$ cat config.mk
export PLATFORM = sky130hd
export DESIGN_NAME = stx_length_bcc_frame_receiver_top
export DESIGN_NICKNAME = d
export VERILOG_FILES = /design/src/design/stxlb_pkg.sv /design/src/design/stxlb_ram.sv /design/src/design/stxlb_parse.sv /design/src/design/stxlb_replay.sv /design/src/design/stx_length_bcc_frame_receiver_top.sv
export SDC_FILE = /design/constraint.sdc
export NUM_CORES = 1
export LEC_CHECK = 0
export BUFFER_PORTS_ARGS = -buffer_cell sky130_fd_sc_hd__buf_2
export CORE_MARGIN = 1.5
export CORE_UTILIZATION = 45
export DETAILED_ROUTE_END_ITERATION = 12
export MAX_ROUTING_LAYER = met4
export SLEW_MARGIN = 20
export SYNTH_ARGS = -nofsm -noshare
export SYNTH_HDL_FRONTEND = slang
export SYNTH_SLANG_ARGS = --single-unit
$ cat constraint.sdc
create_clock -name i_clk -period 3.7 [get_ports i_clk]
set_input_delay 0.185 -clock i_clk [delete_from_list [all_inputs] [get_ports i_clk]]
set_output_delay 0.185 -clock i_clk [all_outputs]
set_load 0.01 [all_outputs]
$ cat src/design/stxlb_pkg.sv
package stxlb_pkg;

    localparam int MAX_FRAME   = 64;
    localparam int STORE_DEPTH = 64;
    localparam int ADDR_W      = $clog2(STORE_DEPTH);
    localparam int TOTAL_W     = $clog2(STORE_DEPTH + 1);
    localparam int MIN_FRAME   = 5;

    localparam logic [7:0] STX_BYTE = 8'h02;
    localparam logic [7:0] ACK_BYTE = 8'h06;
    localparam logic [7:0] ENQ_BYTE = 8'h05;

    localparam logic [6:0] FALLBACK_RESET = 7'd12;

    localparam logic [TOTAL_W-1:0] MIN_TOTAL = TOTAL_W'(MIN_FRAME);
    localparam logic [TOTAL_W-1:0] MAX_TOTAL = TOTAL_W'(MAX_FRAME);
    localparam logic [7:0]         MAX_LEN_LO = 8'(MAX_FRAME - MIN_FRAME);

    localparam int CFG_ADDR_W = 3;
    localparam logic CFG_IDX_FALLBACK = 1'b0;

    typedef enum logic [2:0] {
        KIND_BYTE     = 3'd0,
        KIND_ENQ      = 3'd1,
        KIND_BAD_BCC  = 3'd2,
        KIND_JUNK     = 3'd3,
        KIND_OVERSIZE = 3'd4
    } t_kind;

    typedef enum logic {
        RS_IDLE   = 1'b0,
        RS_REPLAY = 1'b1
    } t_rep_state;

    typedef struct packed {
        logic                res_valid;
        t_kind               kind;
        logic [7:0]          data;
        logic                start;
        logic [TOTAL_W-1:0]  total;
    } t_parse_evt;

endpackage

$ cat src/design/stxlb_ram.sv
module stxlb_ram #(
    parameter int WIDTH = 8,
    parameter int DEPTH = 64
) (
    input  logic                     i_clk,
    input  logic                     i_we,
    input  logic [$clog2(DEPTH)-1:0] i_waddr,
    input  logic [WIDTH-1:0]         i_wdata,
    input  logic                     i_re,
    input  logic [$clog2(DEPTH)-1:0] i_raddr,
    output logic [WIDTH-1:0]         o_rdata
);

    logic [WIDTH-1:0] r_mem [DEPTH];
    logic [WIDTH-1:0] r_rdata;

    always_ff @(posedge i_clk) begin
        if (i_we) begin
            r_mem[i_waddr] <= i_wdata;
        end
        if (i_re) begin
            r_rdata <= r_mem[i_raddr];
        end
    end

    assign o_rdata = r_rdata;

endmodule

$ cat src/design/stxlb_parse.sv
module stxlb_parse import stxlb_pkg::*; (
    input  logic                i_clk,
    input  logic                i_rst_n,
    input  logic                i_accept,
    input  logic [7:0]          i_rx_byte,
    input  logic [6:0]          i_fallback,
    output t_parse_evt          o_evt,
    output logic                o_we,
    output logic [ADDR_W-1:0]   o_waddr,
    output logic [7:0]          o_wdata
);

    logic [ADDR_W-1:0]  r_pos;
    logic [ADDR_W-1:0]  n_pos;
    logic [TOTAL_W-1:0] r_total;
    logic [TOTAL_W-1:0] n_total;
    logic [7:0]         r_bcc;
    logic [7:0]         n_bcc;
    logic               r_len_hi_nz;
    logic               n_len_hi_nz;

    logic [TOTAL_W-1:0] pos_next;
    logic [TOTAL_W-1:0] fb_eff;
    logic [TOTAL_W-1:0] len_total;
    logic               len_zero;
    logic               oversize;

    always_comb begin
        pos_next  = TOTAL_W'(r_pos) + TOTAL_W'(1);
        fb_eff    = (i_fallback < MIN_TOTAL) ? MIN_TOTAL : i_fallback;
        len_zero  = !r_len_hi_nz && (i_rx_byte == 8'd0);
        len_total = len_zero ? fb_eff : (TOTAL_W'(i_rx_byte) + MIN_TOTAL);
        oversize  = len_zero ? (fb_eff > MAX_TOTAL)
                             : (r_len_hi_nz || (i_rx_byte > MAX_LEN_LO));

        n_pos       = r_pos;
        n_total     = r_total;
        n_bcc       = r_bcc;
        n_len_hi_nz = r_len_hi_nz;
        o_evt       = '0;
        o_evt.kind  = KIND_BYTE;
        o_we        = 1'b0;
        o_waddr     = r_pos;
        o_wdata     = i_rx_byte;

        if (i_accept) begin
            if (r_pos == ADDR_W'(0)) begin
                if (i_rx_byte == STX_BYTE) begin
                    o_we    = 1'b1;
                    n_bcc   = i_rx_byte;
                    n_total = '0;
                    n_pos   = ADDR_W'(1);
                end else if (i_rx_byte == ACK_BYTE) begin
                    o_evt.res_valid = 1'b1;
                    o_evt.kind      = KIND_ENQ;
                    o_evt.data      = ENQ_BYTE;
                end else begin
                    o_evt.res_valid = 1'b1;
                    o_evt.kind      = KIND_JUNK;
                end
            end else if (r_pos == ADDR_W'(1)) begin
                o_we        = 1'b1;
                n_bcc       = r_bcc ^ i_rx_byte;
                n_len_hi_nz = (i_rx_byte != 8'd0);
                n_pos       = ADDR_W'(2);
            end else if (r_pos == ADDR_W'(2)) begin
                if (oversize) begin
                    o_evt.res_valid = 1'b1;
                    o_evt.kind      = KIND_OVERSIZE;
                    n_pos           = '0;
                    n_total         = '0;
                    n_bcc           = '0;
                end else begin
                    o_we    = 1'b1;
                    n_bcc   = r_bcc ^ i_rx_byte;
                    n_total = len_total;
                    n_pos   = ADDR_W'(3);
                end
            end else begin
                o_we = 1'b1;
                if (pos_next >= r_total) begin
                    if (i_rx_byte == r_bcc) begin
                        o_evt.start = 1'b1;
                        o_evt.total = pos_next;
                    end else begin
                        o_evt.res_valid = 1'b1;
                        o_evt.kind      = KIND_BAD_BCC;
                    end
                    n_pos   = '0;
                    n_total = '0;
                    n_bcc   = '0;
                end else begin
                    n_bcc = r_bcc ^ i_rx_byte;
                    n_pos = pos_next[ADDR_W-1:0];
                end
            end
        end
    end

    always_ff @(posedge i_clk) begin
        if (!i_rst_n) begin
            r_pos   <= '0;
            r_total <= '0;
            r_bcc   <= '0;
        end else begin
            r_pos   <= n_pos;
            r_total <= n_total;
            r_bcc   <= n_bcc;
        end
        r_len_hi_nz <= n_len_hi_nz;
    end

endmodule

$ cat src/design/stxlb_replay.sv
module stxlb_replay import stxlb_pkg::*; (
    input  logic                i_clk,
    input  logic                i_rst_n,
    input  t_parse_evt          i_evt,
    input  logic                i_stall,
    input  logic [7:0]          i_rdata,
    output logic                o_re,
    output logic [ADDR_W-1:0]   o_raddr,
    output logic                o_ready,
    output logic                o_valid,
    output logic [2:0]          o_kind,
    output logic [7:0]          o_data_byte,
    output logic                o_last
);

    t_rep_state         r_state;
    t_rep_state         n_state;
    logic               r_valid;
    logic               n_valid;
    t_kind              r_kind;
    t_kind              n_kind;
    logic [7:0]         r_data;
    logic [7:0]         n_data;
    logic               r_last;
    logic               n_last;
    logic [TOTAL_W-1:0] r_rd_addr;
    logic [TOTAL_W-1:0] n_rd_addr;
    logic [TOTAL_W-1:0] r_total;
    logic [TOTAL_W-1:0] n_total;
    logic               r_pend;
    logic               n_pend;
    logic               r_pend_last;
    logic               n_pend_last;

    logic can_load;
    logic load;
    logic more;
    logic issue;

    always_ff @(posedge i_clk) begin
        if (!i_rst_n) begin
            r_state <= RS_IDLE;
            r_valid <= 1'b0;
            r_pend  <= 1'b0;
        end else begin
            r_state <= n_state;
            r_valid <= n_valid;
            r_pend  <= n_pend;
        end
        r_kind      <= n_kind;
        r_data      <= n_data;
        r_last      <= n_last;
        r_rd_addr   <= n_rd_addr;
        r_total     <= n_total;
        r_pend_last <= n_pend_last;
    end

    always_comb begin
        can_load = !r_valid || !i_stall;
        load     = r_pend && can_load;
        more     = r_rd_addr < r_total;
        issue    = (r_state == RS_REPLAY) && more && (!r_pend || load);

        n_state     = r_state;
        n_valid     = r_valid && i_stall;
        n_kind      = r_kind;
        n_data      = r_data;
        n_last      = r_last;
        n_rd_addr   = r_rd_addr;
        n_total     = r_total;
        n_pend      = r_pend;
        n_pend_last = r_pend_last;

        case (r_state)
            RS_IDLE: begin
                if (i_evt.res_valid) begin
                    n_valid = 1'b1;
                    n_kind  = i_evt.kind;
                    n_data  = i_evt.data;
                    n_last  = 1'b1;
                end
                if (i_evt.start) begin
                    n_state   = RS_REPLAY;
                    n_rd_addr = '0;
                    n_total   = i_evt.total;
                end
            end
            RS_REPLAY: begin
                if (load) begin
                    n_valid = 1'b1;
                    n_kind  = KIND_BYTE;
                    n_data  = i_rdata;
                    n_last  = r_pend_last;
                end
                if (issue) begin
                    n_rd_addr   = r_rd_addr + TOTAL_W'(1);
                    n_pend      = 1'b1;
                    n_pend_last = (r_rd_addr + TOTAL_W'(1)) == r_total;
                end else if (load) begin
                    n_pend = 1'b0;
                end
                if (load && !more) begin
                    n_state = RS_IDLE;
                end
            end
            default: begin
                n_state = RS_IDLE;
            end
        endcase
    end

    assign o_re        = issue;
    assign o_raddr     = r_rd_addr[ADDR_W-1:0];
    assign o_ready     = (r_state == RS_IDLE) && can_load;
    assign o_valid     = r_valid;
    assign o_kind      = r_kind;
    assign o_data_byte = r_data;
    assign o_last      = r_last;

    a_pend_in_replay: assert property (@(posedge i_clk) disable iff (!i_rst_n)
        r_pend |-> (r_state == RS_REPLAY))
        else $error("Read pending outside of a replay.");

    a_addr_bound: assert property (@(posedge i_clk) disable iff (!i_rst_n)
        (r_state == RS_REPLAY) |-> (r_rd_addr <= r_total && r_total <= MAX_TOTAL))
        else $error("Replay address out of the frame.");

    a_end_last: assert property (@(posedge i_clk) disable iff (!i_rst_n)
        (r_state == RS_IDLE && $past(r_state == RS_REPLAY) && $past(i_rst_n))
        |-> (r_valid && r_last && r_kind == KIND_BYTE))
        else $error("Replay ended without a final frame byte.");

    a_evt_excl: assert property (@(posedge i_clk) disable iff (!i_rst_n)
        i_evt.start |-> !i_evt.res_valid)
        else $error("Replay start together with a single result.");

endmodule

$ cat src/design/stx_length_bcc_frame_receiver_top.sv
// Frame receiver for STX, 16-bit length, data, ETX and BCC on a serial link.
// The input channel takes one received byte per item on i_rx_byte, and each
// item is accepted when i_valid is high and o_stall is low. The output
// channel gives result items on o_kind, o_data_byte and o_last, and each is
// taken when o_valid is high and i_stall is low.
// A byte that causes a single result (enquiry, junk, oversize or bad BCC)
// shows it in the output register in the cycle after it is accepted.
// Bytes inside a frame are written to the frame memory and give no result.
// When the BCC byte matches, the frame of N bytes is replayed from memory:
// the replay state is registered, each byte goes through the memory read
// register into the output register, one byte per cycle while the
// receiver does not stall, and the input stays stalled until the replay ends.
// Input bytes are taken at one per cycle otherwise, and o_stall stays high
// during a replay and while a result waits in a stalled output register.
// A stall from the receiver holds the output register and the replay read.
// Reset returns the block to hunting for STX with an empty output register,
// and sets fallback_length, at address 0 of the APB port, to 12.
// The frame memory needs no clearing after reset.
module stx_length_bcc_frame_receiver_top import stxlb_pkg::*; (
    input  logic                  i_clk,
    input  logic                  i_rst_n,
    input  logic                  i_valid,
    output logic                  o_stall,
    input  logic [7:0]            i_rx_byte,
    output logic                  o_valid,
    input  logic                  i_stall,
    output logic [2:0]            o_kind,
    output logic [7:0]            o_data_byte,
    output logic                  o_last,
    input  logic                  psel,
    input  logic                  penable,
    input  logic                  pwrite,
    input  logic [CFG_ADDR_W-1:0] paddr,
    input  logic [31:0]           pwdata,
    output logic [31:0]           prdata,
    output logic                  pready
);

    logic [6:0]        r_fallback;
    logic              ready;
    logic              accept;
    t_parse_evt        evt;
    logic              we;
    logic [ADDR_W-1:0] waddr;
    logic [7:0]        wdata;
    logic              re;
    logic [ADDR_W-1:0] raddr;
    logic [7:0]        rdata;

    assign pready = 1'b1;
    assign prdata = (paddr[2] == CFG_IDX_FALLBACK) ? {25'd0, r_fallback} : 32'd0;

    always_ff @(posedge i_clk) begin
        if (!i_rst_n) begin
            r_fallback <= FALLBACK_RESET;
        end else if (psel && penable && pwrite && pready
                     && paddr[2] == CFG_IDX_FALLBACK) begin
            r_fallback <= pwdata[6:0];
        end
    end

    assign accept  = i_valid && ready;
    assign o_stall = !ready;

    stxlb_parse u_parse (
        .i_clk      (i_clk),
        .i_rst_n    (i_rst_n),
        .i_accept   (accept),
        .i_rx_byte  (i_rx_byte),
        .i_fallback (r_fallback),
        .o_evt      (evt),
        .o_we       (we),
        .o_waddr    (waddr),
        .o_wdata    (wdata)
    );

    stxlb_ram #(
        .WIDTH (8),
        .DEPTH (STORE_DEPTH)
    ) u_store (
        .i_clk   (i_clk),
        .i_we    (we),
        .i_waddr (waddr),
        .i_wdata (wdata),
        .i_re    (re),
        .i_raddr (raddr),
        .o_rdata (rdata)
    );

    stxlb_replay u_replay (
        .i_clk       (i_clk),
        .i_rst_n     (i_rst_n),
        .i_evt       (evt),
        .i_stall     (i_stall),
        .i_rdata     (rdata),
        .o_re        (re),
        .o_raddr     (raddr),
        .o_ready     (ready),
        .o_valid     (o_valid),
        .o_kind      (o_kind),
        .o_data_byte (o_data_byte),
        .o_last      (o_last)
    );

endmodule
Yosys cells after proc, flatten, opt, wreduce, memory -nomap -nowiden
Memories as Yosys holds them, arrays and structs flattened. A register that Yosys moved wholly into a read port is not among the register bits.
Cells that the tools add are included.
- order comparisons: 5
- muxes and demuxes: 66
- reduce and logical (&&, ||, !) cells: 34
- $add $sub $neg: 3
- equality and inequality tests: 12
- bitwise gates (word level): 7
- operator list (cell ; number):
    8-bit 2-to-1 mux ; 14
    7-bit 2-to-1 mux ; 11
    6-bit 2-to-1 mux ; 5
    4-bit 2-to-1 mux ; 6
    20-bit 2-to-1 mux ; 1
    1-bit 2-to-1 mux ; 17
    8-bit case mux with 2 select lines ; 1
    7-bit case mux with 2 select lines ; 1
    12-bit 2-to-1 mux ; 1
    2-bit AND reduction ; 6
    1-bit logical AND ; 11
    2-bit inequality test, second input constant ; 5
    3-bit 2-to-1 mux ; 3
    8-bit by 2-bit equality test with 1-bit output, second input constant ; 1
    8-bit by 3-bit equality test with 1-bit output, second input constant ; 1
    8-bit equality test ; 1
    8-bit by 6-bit > comparator with 1-bit output, second input constant ; 1
    8-bit zero test ; 1
    8-bit nonzero test ; 1
    8-bit bitwise XOR ; 1
    6-bit by 1-bit adder with 7-bit output, second input constant ; 1
    7-bit by 1-bit adder with 7-bit output, second input constant ; 1
    7-bit by 3-bit adder with 7-bit output, second input constant ; 1
    7-bit equality test ; 1
    19 further kinds ; 34
- register bits: 59
- memories kept: 1
- memory bits (writable): 512
- bits of input ports: 50
- word-level logic and storage cells: 142
- output and inout port bits: 47
- memories (name ; depth ; bits a word ; rd ports ; clocked after memory_dff ; wr ports ; line ; source):
    u_store.r_mem ; 64 ; 8 ; 1 ; 1 ; 1 ; stxlb_ram.sv:14 ; logic [WIDTH-1:0] r_mem [DEPTH];

Longest topological paths before layout
Gate-level depths: netlist of the first run.
- word-level depth: 11
- mapped depth: 12
- mapped depth without buffers: 10

Cells and area by module
From an unflattened synthesis of the first run, not the netlist that was laid out.
- cells, all modules: 1386
- area, all modules: 24350.9 µm²
- by module, submodules not included (module ; area an instance (µm²) ; seq. area each (µm²) ; instances ; cells an instance):
    stxlb_ram ; 20246.9 ; 15615.0 ; 1 ; 940
    stxlb_parse ; 1920.6 ; 450.4 ; 1 ; 245
    stxlb_replay ; 1611.5 ; 870.8 ; 1 ; 133
    stx_length_bcc_frame_receiver_top ; 571.8 ; 140.1 ; 1 ; 68

Worst setup path after synthesis of the first run
No wires, ideal clock.
- path kind: reg2reg
- start point: register u_parse.r_pos[4] (netlist: u_parse.o_waddr[4])
- end point: register u_replay.r_data[0] (netlist: u_replay.o_data_byte[0]) (enable)
- path buffers: 2
- arrival time: 2.871 ns
- setup slack: 0.459 ns
- stages on the path, launching flop included: 12
- required time: 3.330 ns
- setup time: 0.370 ns
- clock period less this slack: 3.241 ns
- cells stage by stage: dfxtp_1 -> clkbuf_1 -> nand2_1 -> or2_2 -> clkbuf_1 -> o21ai_0 -> ha_1 -> nand4_1 -> and3_1 -> o21ai_1 -> or3b_2 -> nand4_1
- word-level cells in the longest chain between the ends: 9
- elaborated cells between the ends (all ways): 12
- those cells by class: 1 x add/sub; 1 x order compare; 3 x eq/ne; 5 x mux; 2 x reduce/logical
- ends and longest elaborated chain (item ; line ; source):
    from (decl) ; stxlb_parse.sv:13 ; logic [ADDR_W-1:0] r_pos;
    from (signal assigned) ; stxlb_parse.sv:106 ; r_pos <= n_pos;
    6-bit by 1-bit adder with 7-bit output ; stxlb_parse.sv:29 ; pos_next = TOTAL_W'(r_pos) + TOTAL_W'(1);
    via u_parse.pos_next[5] ; stxlb_parse.sv:22 ; logic [TOTAL_W-1:0] pos_next;
    7-bit >= comparator ; stxlb_parse.sv:81 ; if (pos_next >= r_total) begin
    4-bit 2-to-1 mux ; stxlb_parse.sv:81 ;
    4-bit 2-to-1 mux ; stxlb_parse.sv:66 ; end else if (r_pos == ADDR_W'(2)) begin
    4-bit 2-to-1 mux ; stxlb_parse.sv:61 ; end else if (r_pos == ADDR_W'(1)) begin
    4-bit 2-to-1 mux ; stxlb_parse.sv:47 ; if (r_pos == ADDR_W'(0)) begin
    20-bit 2-to-1 mux ; stxlb_parse.sv:46 ; if (i_accept) begin
    2-bit inequality test (no line) ; -- ;
    2-bit AND reduction (no line) ; -- ;
    to (signal assigned) ; stxlb_replay.sv:51 ; r_data <= n_data;
    to (decl) ; stxlb_replay.sv:22 ; logic [7:0] r_data;
The timed path passes the listed nets, and every way through them passes these cells.
A chain may end at the register's enable or synchronous reset.

Worst setup path in the final report of the first run
- start point: register u_parse.r_pos[0] (netlist: u_parse.o_waddr[0])
- end point: memory u_store.r_mem[36][3] (enable)
- word-level cells in the longest chain between the ends: 7
- elaborated cells between the ends (all ways): 9
- those cells by class: 2 x eq/ne; 6 x mux; 1 x reduce/logical
- ends and longest elaborated chain (item ; line ; source):
    6-bit by 2-bit equality test with 1-bit output ; stxlb_parse.sv:66 ;
    1-bit 2-to-1 mux ; stxlb_parse.sv:66 ;
    1-bit 2-to-1 mux ; stxlb_parse.sv:61 ;
    1-bit 2-to-1 mux ; stxlb_parse.sv:47 ;
    1-bit 2-to-1 mux ; stxlb_parse.sv:46 ;
    1-bit 2-to-1 mux ; stxlb_ram.sv:18 ; if (i_we) begin
    1-bit 2-to-1 mux (not written as such) ; stxlb_ram.sv:19 ; r_mem[i_waddr] <= i_wdata;
    to (decl) ; stxlb_ram.sv:14 ;
Parallel ways exist; a longest one is shown, timed or not.

==> flow_summary.toml, run 1 <==
[floorplanning]
die_y_um = 231.9
pin_count = 97
dieArea_sq_um = 53770
core_sq_um = 51510
start_util = 0.4576
num_rows = 83
fp.dieW_um = 231.9

[route]
wl_per_cell_um = 24.42
initialDrtViolationCount = 948
via_per_inst = 5.600
ant_nets = 0
drt_wl_total_mm = 52.87
drc = 0
num_vias = 12120
firstDrtPassIters = 5

[logic_synthesis]
synth-seq-area-share = 0.7244
synth_ff_type = "edfxtp_1"
synth_cells = 1286
yosys_register_bits = 579
synth_edf_count = 548
synth_cell_types = 61
async_flop_share = 0
netlist_area_sq_um = 23570
yosys_warnings = 0
synth_area_per_cell_sq_um = 18.33

[setup_path]
worstPathArrival_ns = 3.67
max_stage_delay_ns = 0.61
crit_buf_inv = 2
crit_family = "simple AND/OR/NAND/NOR gates"
crit_chain = "inv_1 > ha_1 > and2_1 > a21o_1 > a211oi_4 > nand3_2 > nor2_1 > buf_4"
worst_path_max_delay_cell = "dfxtp_1"
critPathLaunchType = "flop"
worst_ep_required_time_ns = 4.03
end_kind = "flop"
path_class = "reg2reg"
path_max_fanout = 11

[grt]
first_global_vias = 12300
antenna_found_initial = 0
grt_start_max_net_pins = 132
grt.overflow.total = 0
track_usage = 0.2060
grt_pass1_wl_mm = 78.30

[cts]
clk_path_buf_depth = 3
ctsHoldBuffers = 10
post_cts.repair.setup_buffers = 0
clock-sinks = 579
tritoncts = "done"
clk_pin_slew_worst_paths_ns = 0.06
cts_resized = 0
worstSkewPairLatency_ns = 0.62
cts_max_level = 2
root_buffer = "clkbuf_16"
cts_buffers = 59

[final_layout]
final_cells = 2165
layout_commonest_cell = "edfxtp_1"
syn_to_final_growth_pct = 15.01
drive_gt1_frac = 0.2601
final_util = 0.5263
nets = 1506
mostFrequentLayoutCells = "548 x edfxtp_1, 128 x mux4_2, 99 x buf_4"

[min_path]
hp-class = "in2reg"

[sta]
rsz0062_at_grt = "no"
setup_viol = 0
slew_viol_final = 0
fin_skew_ns = 0.01912
fin_crit_ns = 3.341
fin_crit_sh = 0.9029
max_freq_ghz = 0.2993
tightest_slew_ns = 1.066
hold_viol = 0
fin_ws_ns = 0.3593
tns_ns = 0
maxSlewHeadroom = 0.2889

[place]
gp_congestion = 0.8920
port_buffers = 43
pre_cts_ws_ns = 0.4469
dp_hpwl_mm = 33.10
dp.cells = 2043

[pwr]
peakVddDrop_uv = 353.3
p_per_area_nw_per_um2 = 493.3
leakagePower_nw = 9.135
power_mw = 13.37

[status]
status = "complete, no violations"

[job]
maxCapViolCount = 0
[where the power goes]
| part | internal, mW | total, mW | switching, mW |
|---|---|---|---|
| combinational | 0.0537 | 0.226 | 0.173 |
| sequential | 7.17 | 7.17 | 0.00469 |
| clock | 3.52 | 5.97 | 2.45 |
| total | 10.7 | 13.4 | 2.63 |
[through the flow]
stage               hold WS, ns  cell area (sq um)
finish                  0.06249              27110
detailed placement       0.4055              25060
global placement         0.3931              25060
CTS                     0.03453              27110
global route            0.05632              27110
floorplan                0.2839              23660
[area by class of cell]
class	instances	area, sq um
Inverter	22	82.58
Antenna cell	1	2.502
Tap cell	680	850.8
Fill cell	4153	24400
Timing Repair Buffer	154	1099
Clock inverter	38	399.1
Clock buffer	73	1550
Sequential cell	579	17080
Multi-Input combinational cell	618	6051
[routing by layer]
metal,share of wire,vias to the layer above,track usage
met4,0.026,0,0.06392
li1,-,5396,-
met2,0.49,394,0.3267
met1,0.43,6259,0.2725
met5,0,-,-
met3,0.058,74,0.03696
[worst paths after layout]
| check | slack (ns) | depth (start not counted) | to | startpoint |
|---|---|---|---|---|
| setup reg to reg | 0.36 | 8 | u_store.r_mem[36][3] | u_parse.o_waddr[0] |
| hold / removal | 0.06 | 1 | u_store.r_mem[32][1] | i_rx_byte[1] |
| hold reg to reg | 0.46 | 2 | u_parse.r_total[1] | u_parse.r_total[1] |
| setup / recovery | 0.36 | 8 | u_store.r_mem[36][3] | u_parse.o_waddr[0] |
[cells by family (layout without fill, tap and decap cells)]
logic type               after synthesis  in the layout  share of synthesized area
XOR/XNOR                              32             32                    0.01189
other                                  2             27                  0.0003186
AO/OA/AOI/OAI                        139            139                    0.04602
flip-flops                           579            579                     0.7244
buffers and inverters                113            287                    0.02304
AND/OR/NAND/NOR                      257            257                    0.05441
adder cells (fa/ha/maj)               22             22                    0.01168
multiplexers                         142            142                     0.1282
[registers in the layout, summed over array words and instances (netlist names)]
name,flops
u_replay.o_last,1
r_fallback,7
u_store.r_mem,512
u_store.o_rdata,8
u_replay.o_valid,1
u_replay.r_state,1
u_replay.r_pend,1
u_replay.r_total,7
u_parse.o_waddr,6
u_replay.o_data_byte,8
u_replay.r_rd_addr,7
u_replay.o_kind,3
u_parse.r_total,7
u_parse.r_bcc,8
u_parse.r_len_hi_nz,1
u_replay.r_pend_last,1
[worst reg2reg max path: stages, from the launching register on]
cell and delay [ns]:
dfxtp_1 0.61, inv_1 0.16, ha_1 0.33, and2_1 0.21
a21o_1 0.33, a211oi_4 0.36, nand3_2 0.39, nor2_1 0.44
buf_4 0.24
[synth_stat cells (8+ instances only)]
| cell | n | share of area |
|---|---|---|
| buf_2 | 17 | 0.0036 |
| mux2i_1 | 14 | 0.0059 |
| a22o_1 | 18 | 0.0067 |
| mux4_2 | 128 | 0.12 |
| nand4_1 | 8 | 0.0021 |
| nor2b_1 | 27 | 0.0072 |
| nand2_1 | 57 | 0.0091 |
| a22oi_1 | 42 | 0.013 |
| nor2_1 | 94 | 0.015 |
| o221ai_1 | 9 | 0.0033 |
| ha_1 | 22 | 0.012 |
| inv_1 | 22 | 0.0035 |
| buf_4 | 26 | 0.0083 |
| xor2_1 | 13 | 0.0048 |
| xnor2_1 | 19 | 0.0071 |
| dfxtp_1 | 31 | 0.026 |
| and2_1 | 16 | 0.0042 |
| edfxtp_1 | 548 | 0.70 |
| o21ai_0 | 14 | 0.0030 |
| nand3_1 | 11 | 0.0023 |
| clkbuf_1 | 41 | 0.0065 |
| a221oi_1 | 16 | 0.0059 |
| a21oi_1 | 13 | 0.0028 |
Power figures use the tool's default switching activity.
==> run 2, diff against run 1 <==
CORE_UTILIZATION = 58   (was 45)
PLACE_DENSITY = 0.76   (was not set)
==> flow_summary.toml, run 2 (synthesis gave the netlist of run 1 again) <==
[floorplanning]
core_sq_um = 39910
fp.dieW_um = 204.6
dieArea_sq_um = 41860
start_util = 0.5906
pin_count = 97
die_y_um = 204.6
num_rows = 73

[grt]
busiest_layer = "met2"
grt_util_met1 = 0.3599
antenna_found_initial = 0
track_usage = 0.2677
first_global_vias = 12660
globalRouteMet2Util = 0.4181
grt_start_max_net_pins = 132
grt.overflow.total = 0
grt_pass1_wl_mm = 78.82
grt_util_met3 = 0.05075

[setup_path]
crit_buf_inv = 1
rrSetupSlack_ns = 0.27
worst_path_max_delay_cell = "dfxtp_1"
worstPathArrival_ns = 3.71
crit_family = "simple AND/OR/NAND/NOR gates"
path_class = "reg2reg"
path_max_fanout = 13
end_kind = "flop"
critPathLaunchType = "flop"
crit_chain = "nand3_1 > o21ai_0 > o21ai_0 > ha_1 > nand4_1 > and3_1 > o21ai_1 > or3b_2 > nand4_1 > buf_4"
worst_ep_required_time_ns = 3.98
max_stage_delay_ns = 0.62

[sta]
fin_crit_ns = 3.427
fin_crit_sh = 0.9262
maxSlewHeadroom = 0.2826
setup_viol = 0
max_freq_ghz = 0.2918
slew_viol_final = 0
fin_hold_ws_ns = 0.05112
hold_viol = 0
rsz0062_at_grt = "no"
tightest_slew_ns = 1.074
tns_ns = 0
fin_skew_ns = 0.01835

[final_layout]
syn_to_final_growth_pct = 13.24
mostFrequentLayoutCells = "548 x edfxtp_1, 128 x mux4_2, 94 x buf_4"
largest_reg_flops = 512
nets = 1498
nFillCells = 2516
regMostFlops = "u_store.r_mem"
antenna_cells = 0
final_area_sq_um = 26690
layout_commonest_cell = "edfxtp_1"
drive_gt1_frac = 0.2522

[place]
port_buffers = 43
post_dp_cell_area_sq_um = 24850
gp_congestion = 0.8881
dp_hpwl_mm = 31.05

[pwr]
peakVddDrop_uv = 346.0
p_per_area_nw_per_um2 = 482.6
leakagePower_nw = 9.030

[route]
drc = 0
drt_wl_total_mm = 52.69
initialDrtViolationCount = 1261
wl_per_cell_um = 26.40
via_per_inst = 6.304
num_vias = 12580
firstDrtPassIters = 6
ant_nets = 0

[status]
status = "complete, no violations"

[cts]
worstSkewPairLatency_ns = 0.61
root_buffer = "clkbuf_16"
cts_max_level = 2
clk_pin_slew_worst_paths_ns = 0.06
clock-sinks = 579
cts_resized = 0
tritoncts = "done"
clk_path_buf_depth = 3
cts_buffers = 55

[min_path]
hp-class = "in2reg"

[job]
maxCapViolCount = 0
## run 2: metrics by stage
| stage | setup WS, ns | utilization | total power [mW] | std cells |
|---|---|---|---|---|
| floorplan | 0.4590 | - | 7.399 | 1310 |
| global placement | 0.4427 | 0.6227 | 7.520 | 1884 |
| detailed placement | 0.3397 | 0.6227 | 7.530 | 1884 |
| CTS | 0.3364 | 0.6688 | 12.94 | 1996 |
| global route | 0.04120 | 0.6688 | 13.22 | 1996 |
| finish | 0.2730 | 0.6688 | 12.88 | 1996 |
## run 2: timing repair
item,4_1_cts,5_1_grt
hold buffers,10,0
hold endpoints to repair,8,0
setup buffers,0,0
setup endpoints to repair,0,0
## run 2: worst paths after layout
kind	from	endpoint	depth (start not counted)
max	u_parse.o_waddr[0]	u_replay.o_last	10
min reg2reg	u_parse.r_total[6]	u_parse.r_total[6]	2
max reg2reg	u_parse.o_waddr[0]	u_replay.o_last	10
min	i_rx_byte[1]	u_parse.r_bcc[1]	4
## run 2: metal layers
metal / share of wire / vias up
met1: 0.40 / 6481
met5: 0 / -
met3: 0.084 / 93
met2: 0.49 / 635
met4: 0.029 / 0
li1: - / 5373
## run 2: final cells by class
| class | count | area (sq um) | area share |
|---|---|---|---|
| Clock buffer | 79 | 1506 | 0.05643 |
| Sequential cell | 579 | 17080 | 0.6397 |
| Tap cell | 525 | 656.9 | 0.02461 |
| Inverter | 22 | 82.58 | 0.003094 |
| Clock inverter | 23 | 234.0 | 0.008765 |
| Multi-Input combinational cell | 618 | 6057 | 0.2269 |
| Timing Repair Buffer | 150 | 1081 | 0.04050 |
## run 2: power breakdown
part / switching, mW / leakage, nW / internal [mW]
registers: 0.00573 / 5.19 / 7.17
clock network: 2.32 / 0.853 / 3.17
logic: 0.174 / 2.99 / 0.0537
total: 2.49 / 9.03 / 10.4
## run 2: tightest hold or removal path: stages
cell and delay, ns:
buf_2 0.13, inv_1 0.09, a21oi_1 0.07, o21ai_0 0.13
